==> config.mk <==
export PLATFORM = sky130hd
export DESIGN_NAME = firmware_chunk_frame_receiver
export DESIGN_NICKNAME = d
export VERILOG_FILES = /design/src/sv/fcfr_pkg.sv /design/src/sv/fcfr_apb_regs.sv /design/src/sv/firmware_chunk_frame_receiver.sv
export SDC_FILE = /design/constraint.sdc
export NUM_CORES = 1
export LEC_CHECK = 0
export BUFFER_PORTS_ARGS = -buffer_cell sky130_fd_sc_hd__buf_2
export CAP_MARGIN = 20
export CORE_ASPECT_RATIO = 1.1
export CORE_MARGIN = 1.5
export CORE_UTILIZATION = 30
export CTS_CLUSTER_SIZE = 10
export DETAILED_ROUTE_END_ITERATION = 8
export SLEW_MARGIN = 20
export SYNTH_ARGS = -nofsm -noshare
export SYNTH_HDL_FRONTEND = slang
export SYNTH_SLANG_ARGS = --single-unit
==> constraint.sdc <==
create_clock -name clk -period 8.8 [get_ports clk]
set_input_delay 1.76 -clock clk [delete_from_list [all_inputs] [get_ports clk]]
set_output_delay 1.76 -clock clk [all_outputs]
set_load 0.02 [all_outputs]
==> src/sv/fcfr_pkg.sv <==
// ----------------------------------------------------------------------------
// fcfr_pkg
// Types, constants and the byte-wide CRC-32 update shared by the frame
// receiver's files.
// ----------------------------------------------------------------------------
package fcfr_pkg;

	localparam int unsigned MAX_PAYLOAD_DEF = 1024;
	localparam int unsigned HDR_BYTES       = 16;
	localparam logic [31:0] FRAME_MAGIC     = 32'h5354_4D31;
	localparam logic [31:0] CRC_POLY        = 32'hEDB8_8320;
	localparam logic [31:0] ALL_ONES        = 32'hFFFF_FFFF;

	// APB register map: two 32-bit registers at byte offsets 0 and 4.
	localparam int unsigned APB_ADDR_W = 3;
	localparam logic REG_IMAGE_SIZE = 1'b0;
	localparam logic REG_IMAGE_CRC  = 1'b1;

	localparam logic OP_DATA  = 1'b0;
	localparam logic OP_START = 1'b1;

	typedef enum logic [2:0] {
		RESP_ACK       = 3'd0,
		RESP_BAD_MAGIC = 3'd1,
		RESP_BAD_LEN   = 3'd2,
		RESP_CRC_FAIL  = 3'd3,
		RESP_SIZE_FAIL = 3'd4,
		RESP_END_SIZE  = 3'd5,
		RESP_END_CRC   = 3'd6,
		RESP_END_OK    = 3'd7
	} resp_t;

	typedef struct packed {
		logic [31:0] image_size;
		logic [31:0] image_crc;
	} cfg_t;

	// Reflected CRC-32, one byte: eight shift-and-reduce steps.
	function automatic logic [31:0] crc_byte(input logic [31:0] c_in, input logic [7:0] b);
		logic [31:0] c;
		c = c_in ^ {24'd0, b};
		for (int k = 0; k < 8; k++) begin
			c = c[0] ? ((c >> 1) ^ CRC_POLY) : (c >> 1);
		end
		return c;
	endfunction

endpackage

==> src/sv/fcfr_apb_regs.sv <==
// ----------------------------------------------------------------------------
// fcfr_apb_regs
// APB register file holding the expected image size and image CRC.
// ----------------------------------------------------------------------------
module fcfr_apb_regs (
	input  logic                                clk,
	input  logic                                arst_n,
	input  logic                                psel,
	input  logic                                penable,
	input  logic                                pwrite,
	input  logic [fcfr_pkg::APB_ADDR_W-1:0]     paddr,
	input  logic [31:0]                         pwdata,
	output logic [31:0]                         prdata,
	output fcfr_pkg::cfg_t                      cfg
);

	fcfr_pkg::cfg_t cfg_q;
	logic           wr_en;
	logic           reg_sel;

	assign wr_en   = psel && penable && pwrite;
	assign reg_sel = paddr[2];

	always_ff @(posedge clk or negedge arst_n) begin
		if (!arst_n) begin
			cfg_q <= '0;
		end else if (wr_en) begin
			case (reg_sel)
				fcfr_pkg::REG_IMAGE_SIZE: cfg_q.image_size <= pwdata;
				fcfr_pkg::REG_IMAGE_CRC:  cfg_q.image_crc  <= pwdata;
				default: ;
			endcase
		end
	end

	always_comb begin
		case (reg_sel)
			fcfr_pkg::REG_IMAGE_SIZE: prdata = cfg_q.image_size;
			fcfr_pkg::REG_IMAGE_CRC:  prdata = cfg_q.image_crc;
			default:                  prdata = '0;
		endcase
	end

	assign cfg = cfg_q;

endmodule

==> src/sv/firmware_chunk_frame_receiver.sv <==
// ----------------------------------------------------------------------------
// firmware_chunk_frame_receiver
// Firmware-update frame receiver with header checks and CRC-32 verification.
// ----------------------------------------------------------------------------
// The block takes one item per clock cycle while no result waits to be taken:
// each byte is registered on acceptance and fully processed once no result
// waits, where the byte-wide CRC-32 update of the chunk and image checksums,
// the header field capture and the size compare share one stage. A response
// is registered in the result register as its frame's last item is processed.
// While that result waits to be taken, the input register still takes one
// more item, and then the input stalls until the result is taken. A start item
// enters data mode and clears the frame and image state; bytes outside data
// mode are dropped without a response. Frames are a 16-byte little-endian header
// (magic, sequence, length, reserved, chunk CRC) plus payload; a zero-length
// frame asks for the end-of-image verdict against the image_size and image_crc
// registers, which the user must write only while idle; the block does not enforce it.
// ----------------------------------------------------------------------------
module firmware_chunk_frame_receiver #(
	parameter int unsigned MAX_PAYLOAD = fcfr_pkg::MAX_PAYLOAD_DEF
) (
	input  logic                            clk,
	input  logic                            arst_n,
	input  logic                            psel,
	input  logic                            penable,
	input  logic                            pwrite,
	input  logic [fcfr_pkg::APB_ADDR_W-1:0] paddr,
	input  logic [31:0]                     pwdata,
	output logic [31:0]                     prdata,
	output logic                            pready,
	input  logic                            item_valid,
	output logic                            item_ready,
	input  logic                            op,
	input  logic [7:0]                      data_byte,
	output logic                            result_valid,
	input  logic                            result_ready,
	output logic [2:0]                      response,
	output logic [31:0]                     sequence_res,
	output logic                            leaves_data_mode
);

	localparam int unsigned POS_W   = $clog2(MAX_PAYLOAD + fcfr_pkg::HDR_BYTES + 1);
	localparam logic [15:0] MAX_LEN = 16'(MAX_PAYLOAD);
	localparam logic [POS_W-1:0] HDR_POS = POS_W'(fcfr_pkg::HDR_BYTES);

	fcfr_pkg::cfg_t cfg;

	fcfr_apb_regs u_regs (
		.clk     (clk),
		.arst_n  (arst_n),
		.psel    (psel),
		.penable (penable),
		.pwrite  (pwrite),
		.paddr   (paddr),
		.pwdata  (pwdata),
		.prdata  (prdata),
		.cfg     (cfg)
	);

	assign pready = 1'b1;

	// Input register.
	logic       valid_s1;
	logic       op_s1;
	logic [7:0] byte_s1;

	// Receiver state.
	logic             mode_q;
	logic [POS_W-1:0] pos_q;
	logic [31:0]      magic_q;
	logic [31:0]      seq_q;
	logic [15:0]      len_q;
	logic [31:0]      hcrc_q;
	logic [31:0]      chunk_q;
	logic [31:0]      pend_q;
	logic [31:0]      run_q;
	logic [31:0]      cnt_q;

	// Result register.
	logic             out_valid_q;
	fcfr_pkg::resp_t  resp_q;
	logic [31:0]      rseq_q;
	logic             leave_q;

	logic             proc;
	logic             can_proc;

	logic             n_mode;
	logic [POS_W-1:0] n_pos;
	logic [31:0]      n_magic;
	logic [31:0]      n_seq;
	logic [15:0]      n_len;
	logic [31:0]      n_hcrc;
	logic [31:0]      n_chunk;
	logic [31:0]      n_pend;
	logic [31:0]      n_run;
	logic [31:0]      n_cnt;

	logic             emit;
	fcfr_pkg::resp_t  r_resp;
	logic [31:0]      r_seq;
	logic             r_leave;

	logic [POS_W-1:0] pos_inc;
	logic [POS_W-1:0] frame_end;
	logic [31:0]      crc_chunk;
	logic [31:0]      crc_pend;
	logic [32:0]      size_sum;

	assign can_proc   = !out_valid_q || result_ready;
	assign proc       = valid_s1 && can_proc;
	assign item_ready = !valid_s1 || can_proc;

	assign pos_inc   = pos_q + POS_W'(1);
	assign frame_end = HDR_POS + POS_W'(len_q);
	assign crc_chunk = fcfr_pkg::crc_byte(chunk_q, byte_s1);
	assign crc_pend  = fcfr_pkg::crc_byte(pend_q, byte_s1);
	assign size_sum  = {1'b0, cnt_q} + {17'd0, len_q};

	always_comb begin
		n_mode  = mode_q;
		n_pos   = pos_q;
		n_magic = magic_q;
		n_seq   = seq_q;
		n_len   = len_q;
		n_hcrc  = hcrc_q;
		n_chunk = chunk_q;
		n_pend  = pend_q;
		n_run   = run_q;
		n_cnt   = cnt_q;
		emit    = 1'b0;
		r_resp  = fcfr_pkg::RESP_ACK;
		r_seq   = '0;
		r_leave = 1'b0;

		if (op_s1 == fcfr_pkg::OP_START) begin
			n_mode  = 1'b1;
			n_pos   = '0;
			n_magic = '0;
			n_seq   = '0;
			n_len   = '0;
			n_hcrc  = '0;
			n_chunk = fcfr_pkg::ALL_ONES;
			n_pend  = fcfr_pkg::ALL_ONES;
			n_run   = fcfr_pkg::ALL_ONES;
			n_cnt   = '0;
		end else if (mode_q) begin
			n_pos = pos_inc;
			if (pos_q < HDR_POS) begin
				// Header fields arrive little-endian and shift in from the top.
				case (pos_q[3:2])
					2'd0: n_magic = {byte_s1, magic_q[31:8]};
					2'd1: n_seq   = {byte_s1, seq_q[31:8]};
					2'd2: if (!pos_q[1]) n_len = {byte_s1, len_q[15:8]};
					2'd3: n_hcrc  = {byte_s1, hcrc_q[31:8]};
					default: ;
				endcase
				if (pos_inc == HDR_POS) begin
					if (magic_q != fcfr_pkg::FRAME_MAGIC) begin
						emit   = 1'b1;
						r_resp = fcfr_pkg::RESP_BAD_MAGIC;
					end else if (len_q > MAX_LEN) begin
						emit   = 1'b1;
						r_resp = fcfr_pkg::RESP_BAD_LEN;
					end else begin
						n_chunk = fcfr_pkg::ALL_ONES;
						n_pend  = run_q;
						if (len_q == 16'd0) begin
							emit  = 1'b1;
							r_seq = seq_q;
							if (cnt_q != cfg.image_size) begin
								r_resp = fcfr_pkg::RESP_END_SIZE;
							end else if (~run_q != cfg.image_crc) begin
								r_resp = fcfr_pkg::RESP_END_CRC;
							end else begin
								r_resp  = fcfr_pkg::RESP_END_OK;
								r_leave = 1'b1;
							end
						end
					end
				end
			end else begin
				n_chunk = crc_chunk;
				n_pend  = crc_pend;
				if (pos_inc == frame_end) begin
					emit  = 1'b1;
					r_seq = seq_q;
					if (~crc_chunk != hcrc_q) begin
						r_resp  = fcfr_pkg::RESP_CRC_FAIL;
						r_leave = 1'b1;
					end else begin
						// The image CRC takes the chunk even when the size overflows.
						n_run = crc_pend;
						if (size_sum > {1'b0, cfg.image_size}) begin
							r_resp = fcfr_pkg::RESP_SIZE_FAIL;
						end else begin
							n_cnt  = size_sum[31:0];
							r_resp = fcfr_pkg::RESP_ACK;
						end
					end
				end
			end
		end

		if (emit) begin
			n_pos = '0;
		end
		if (emit && r_leave) begin
			n_mode = 1'b0;
		end
	end

	always_ff @(posedge clk or negedge arst_n) begin
		if (!arst_n) begin
			valid_s1    <= 1'b0;
			mode_q      <= 1'b0;
			pos_q       <= '0;
			out_valid_q <= 1'b0;
		end else begin
			if (item_ready) begin
				valid_s1 <= item_valid;
			end
			if (proc) begin
				mode_q <= n_mode;
				pos_q  <= n_pos;
			end
			if (proc && emit) begin
				out_valid_q <= 1'b1;
			end else if (result_ready) begin
				out_valid_q <= 1'b0;
			end
		end
	end

	always_ff @(posedge clk) begin
		if (item_ready && item_valid) begin
			op_s1   <= op;
			byte_s1 <= data_byte;
		end
		if (proc) begin
			magic_q <= n_magic;
			seq_q   <= n_seq;
			len_q   <= n_len;
			hcrc_q  <= n_hcrc;
			chunk_q <= n_chunk;
			pend_q  <= n_pend;
			run_q   <= n_run;
			cnt_q   <= n_cnt;
		end
		if (proc && emit) begin
			resp_q  <= r_resp;
			rseq_q  <= r_seq;
			leave_q <= r_leave;
		end
	end

	assign result_valid     = out_valid_q;
	assign response         = resp_q;
	assign sequence_res     = rseq_q;
	assign leaves_data_mode = leave_q;

`ifndef SYNTH
	// Only a chunk CRC failure and a good end verdict return to control mode.
	a_leave_code: assert property (@(posedge clk) disable iff (!arst_n)
		result_valid |-> (leaves_data_mode ==
			(resp_q == fcfr_pkg::RESP_CRC_FAIL || resp_q == fcfr_pkg::RESP_END_OK)))
		else $error("leaves_data_mode does not match the response code");

	// Header errors carry no sequence number.
	a_hdr_err_seq: assert property (@(posedge clk) disable iff (!arst_n)
		(result_valid && (resp_q == fcfr_pkg::RESP_BAD_MAGIC ||
			resp_q == fcfr_pkg::RESP_BAD_LEN)) |-> (sequence_res == 32'd0))
		else $error("header error response with nonzero sequence");

	// Every response restarts frame parsing at the first header byte.
	a_pos_clear: assert property (@(posedge clk) disable iff (!arst_n)
		(proc && emit) |=> (pos_q == '0))
		else $error("byte position not cleared after a response");

	// Data mode is left only through a response that says so.
	a_mode_exit: assert property (@(posedge clk) disable iff (!arst_n)
		$fell(mode_q) |-> $past(proc && emit && r_leave))
		else $error("data mode left without a leaving response");
`endif

endmodule
==> impl_metrics.json <==
{
  "final_cell_mix": "edfxtp_1, xnor2_1, nor2b_1",
  "core_region_area_um2": 64000,
  "ff2ff_setup_slack_ns": 2.07,
  "min_to": "sequence_res[5]",
  "worst_path_dominant_cell_family": "compound AO/OA/AOI/OAI gates",
  "final_area_um2": 22300,
  "post-route-period-util_pct": 76.5,
  "grt_max_degree": 79,
  "critPathMaxStageDelay_ns": 0.70,
  "holdBufCountCts": 0,
  "ys_seq_elements": 363,
  "reg2reg_depth": 20,
  "num_rows": 97,
  "nets": 1824,
  "die_h_um": 270,
  "fmax_mhz": 149,
  "mostFrequentLayoutCell": "edfxtp_1",
  "async_flop_share_pct": 21.5,
  "setup_violations": 0,
  "crit_path_end_kind": "register",
  "syn_area_per_cell_um2": 12.1,
  "postCtsSetupRepairBufs": 0,
  "cp_num_buf_inv": 0,
  "syn_to_final_growth_pct": 14.7,
  "clk_path_buf_depth": 3,
  "gr-total-overflow": 0,
  "initial_core_util_pct": 30.4,
  "r2r_start": "len_q[0]",
  "hold_violations": 0,
  "ys_warn_count": 0,
  "synthCells": 1606,
  "rsz0062_at_grt": "false",
  "crit_fanout": 32,
  "worstMarginPinSlew_ns": 1.12,
  "grt_usage_pct": 14.5,
  "drive_above_1_share_pct": 16.9,
  "irDropWorstVdd_uv": 127,
  "wl_um": 48300,
  "cp_slowest_cell": "nand2_2",
  "critPathLaunchType": "register",
  "cts_root_buf": "clkbuf_16",
  "synth_flop_cell": "edfxtp_1",
  "dr.pass1.iters": 5,
  "min-delay-start": "seq_q[5]",
  "synth.cell_area_um2": 19400,
  "leakagePower_nw": 7.98,
  "grt_pass1_vias": 12500,
  "syn_nets": 1709,
  "fillCellCount": 6232,
  "postRouteAntennaNets": 0,
  "synth.yosys.seq_area_share_pct": 54.0,
  "total_power_mw": 4.89,
  "clk_latency_ns": 0.58,
  "die_area_um2": 66400,
  "placed_cell_area_um2": 21000,
  "cts_tree": "built",
  "drtIter0Drc": 882,
  "outcome": "complete, no violations",
  "drv_slew": 0,
  "h-tree-depth": 2,
  "cts_inserted_buffers": 43,
  "ys_types": 70,
  "holdWs_ns": 0.515,
  "worstPathArrival_ns": 6.91,
  "clk_pin_slew_ns": 0.06,
  "power.density_nw_per_um2": 219,
  "slew_headroom_pct": 24.9,
  "avgRoutedWirePerCell_um": 18.6,
  "clock_skew_ns": 0.0225,
  "holdPathStages": 1,
  "antenna_cells": 0,
  "vias": 12400,
  "crit_type": "register to register",
  "drt-vias-per-instance": 4.78,
  "worstPathCellList": "ha_1, fa_1, a21o_1, a21oi_1, nor2b_1, o41a_1, a211oi_1, nor2_1, nand3_1, xnor2_1, ha_1, a21o_1, a21oi_1, o211ai_1, a211o_1, a2111oi_0, a2111oi_0, a31oi_1, nand4b_1, nand2_2",
  "cp_data_required_time_ns": 8.98,
  "hpwl_um": 34800,
  "setup_tns_ns": 0,
  "grt_first_pass_wirelength_um": 74000,
  "reg2reg_to": "cnt_q[23]",
  "fin_crit_ns": 6.73,
  "die_w_um": 246,
  "worstHoldPathType": "register to register",
  "io_buffers": 118,
  "gp_congestion": 0.905,
  "synth_edf_count": 285,
  "fin_util_pct": 34.9,
  "maxCapViolations": 0,
  "antenna_found_initial": 0,
  "drcViolationCount": 0,
  "ctsResizeCount": 0,
  "clock-sinks": 363,
  "ios": 122
}
synthesized netlist by cell type (6+ instances only):
cell / instances / share of area, %
a211o_1: 28 / 1.3
a21o_1: 21 / 0.81
a21oi_1: 30 / 0.77
and2_1: 39 / 1.3
and3_1: 11 / 0.35
and4_1: 6 / 0.27
clkbuf_1: 58 / 1.1
dfrtp_1: 78 / 10
edfxtp_1: 285 / 44
ha_1: 51 / 3.3
inv_1: 46 / 0.89
mux2_2: 65 / 3.8
nand2_1: 91 / 1.8
nand2b_1: 53 / 1.7
nand3_1: 22 / 0.57
nand4_1: 29 / 0.93
nor2_1: 84 / 1.6
nor2b_1: 118 / 3.8
nor3_1: 23 / 0.59
nor4_1: 22 / 0.71
o21ai_0: 56 / 1.4
o31ai_1: 8 / 0.31
or2_2: 10 / 0.32
or3_1: 6 / 0.19
xnor2_1: 204 / 9.2
xnor2_2: 11 / 0.92
xnor3_1: 13 / 1.5
xor2_1: 50 / 2.3
worst max path at each step:
stage                  from  cells past startpoint          to
2_1_floorplan  result_ready                      5  chunk_q[0]
3_3_place_gp       len_q[0]                     20   cnt_q[19]
3_5_place_dp       len_q[4]                     19   cnt_q[17]
4_1_cts            len_q[4]                     19   cnt_q[23]
5_1_grt            len_q[0]                     20   cnt_q[23]
6_report           len_q[0]                     20   cnt_q[23]
power breakdown:
group / total [mW] / switching, mW / internal (mW)
Sequential: 2.18 / 0.159 / 2.02
Combinational: 1.06 / 0.589 / 0.466
Clock: 1.66 / 0.701 / 0.955
Total: 4.89 / 1.45 / 3.45
final cells by class:
type	instances	area (µm²)	area share [%]
multi-input cells	1134	8560	38.4
well taps	841	1050	4.72
inverters	46	173	0.774
repair buffers	133	719	3.23
clock inverters	4	57.6	0.258
flip-flops and latches	363	10500	47.1
clock buffers	71	1230	5.52
stage by stage:
step | cells | setup slack (ns)
after global routing | 2592 | 1.62
after floorplan | 1606 | 3.17
after detailed placement | 2516 | 2.16
after CTS | 2591 | 2.12
final | 2592 | 2.07
after global placement | 2516 | 2.18
cell families after synthesis:
kind of cell / after synthesis / share of synthesized area (%)
AO/OA/AOI/OAI: 188 / 6.45
XOR/XNOR: 287 / 14.9
multiplexers: 67 / 3.87
other: 1 / 0.0193
flip-flops: 363 / 54.0
adder cells (fa/ha/maj): 52 / 3.38
buffers and inverters: 109 / 2.13
AND/OR/NAND/NOR: 539 / 15.2
flip-flops by register name, indices dropped and copies added (netlist names), 3 cells and up:
name          cells
u_regs.cfg       64
chunk_q          32
cnt_q            32
hcrc_q           32
magic_q          32
pend_q           32
run_q            32
seq_q            32
sequence_res     32
len_q            16
pos_q            11
byte_s1           8
response          3
metal layers:
metal | GRT usage [%] | share of wire [%] | up-vias
met2 | 24.8 | 50 | 221
met1 | 18.0 | 43 | 6160
li1 | - | - | 5916
met5 | 0 | 0 | -
met3 | 2.09 | 3.1 | 90
met4 | 6.33 | 4.3 | 0
No activity file was read; power rests on OpenSTA's default activity.
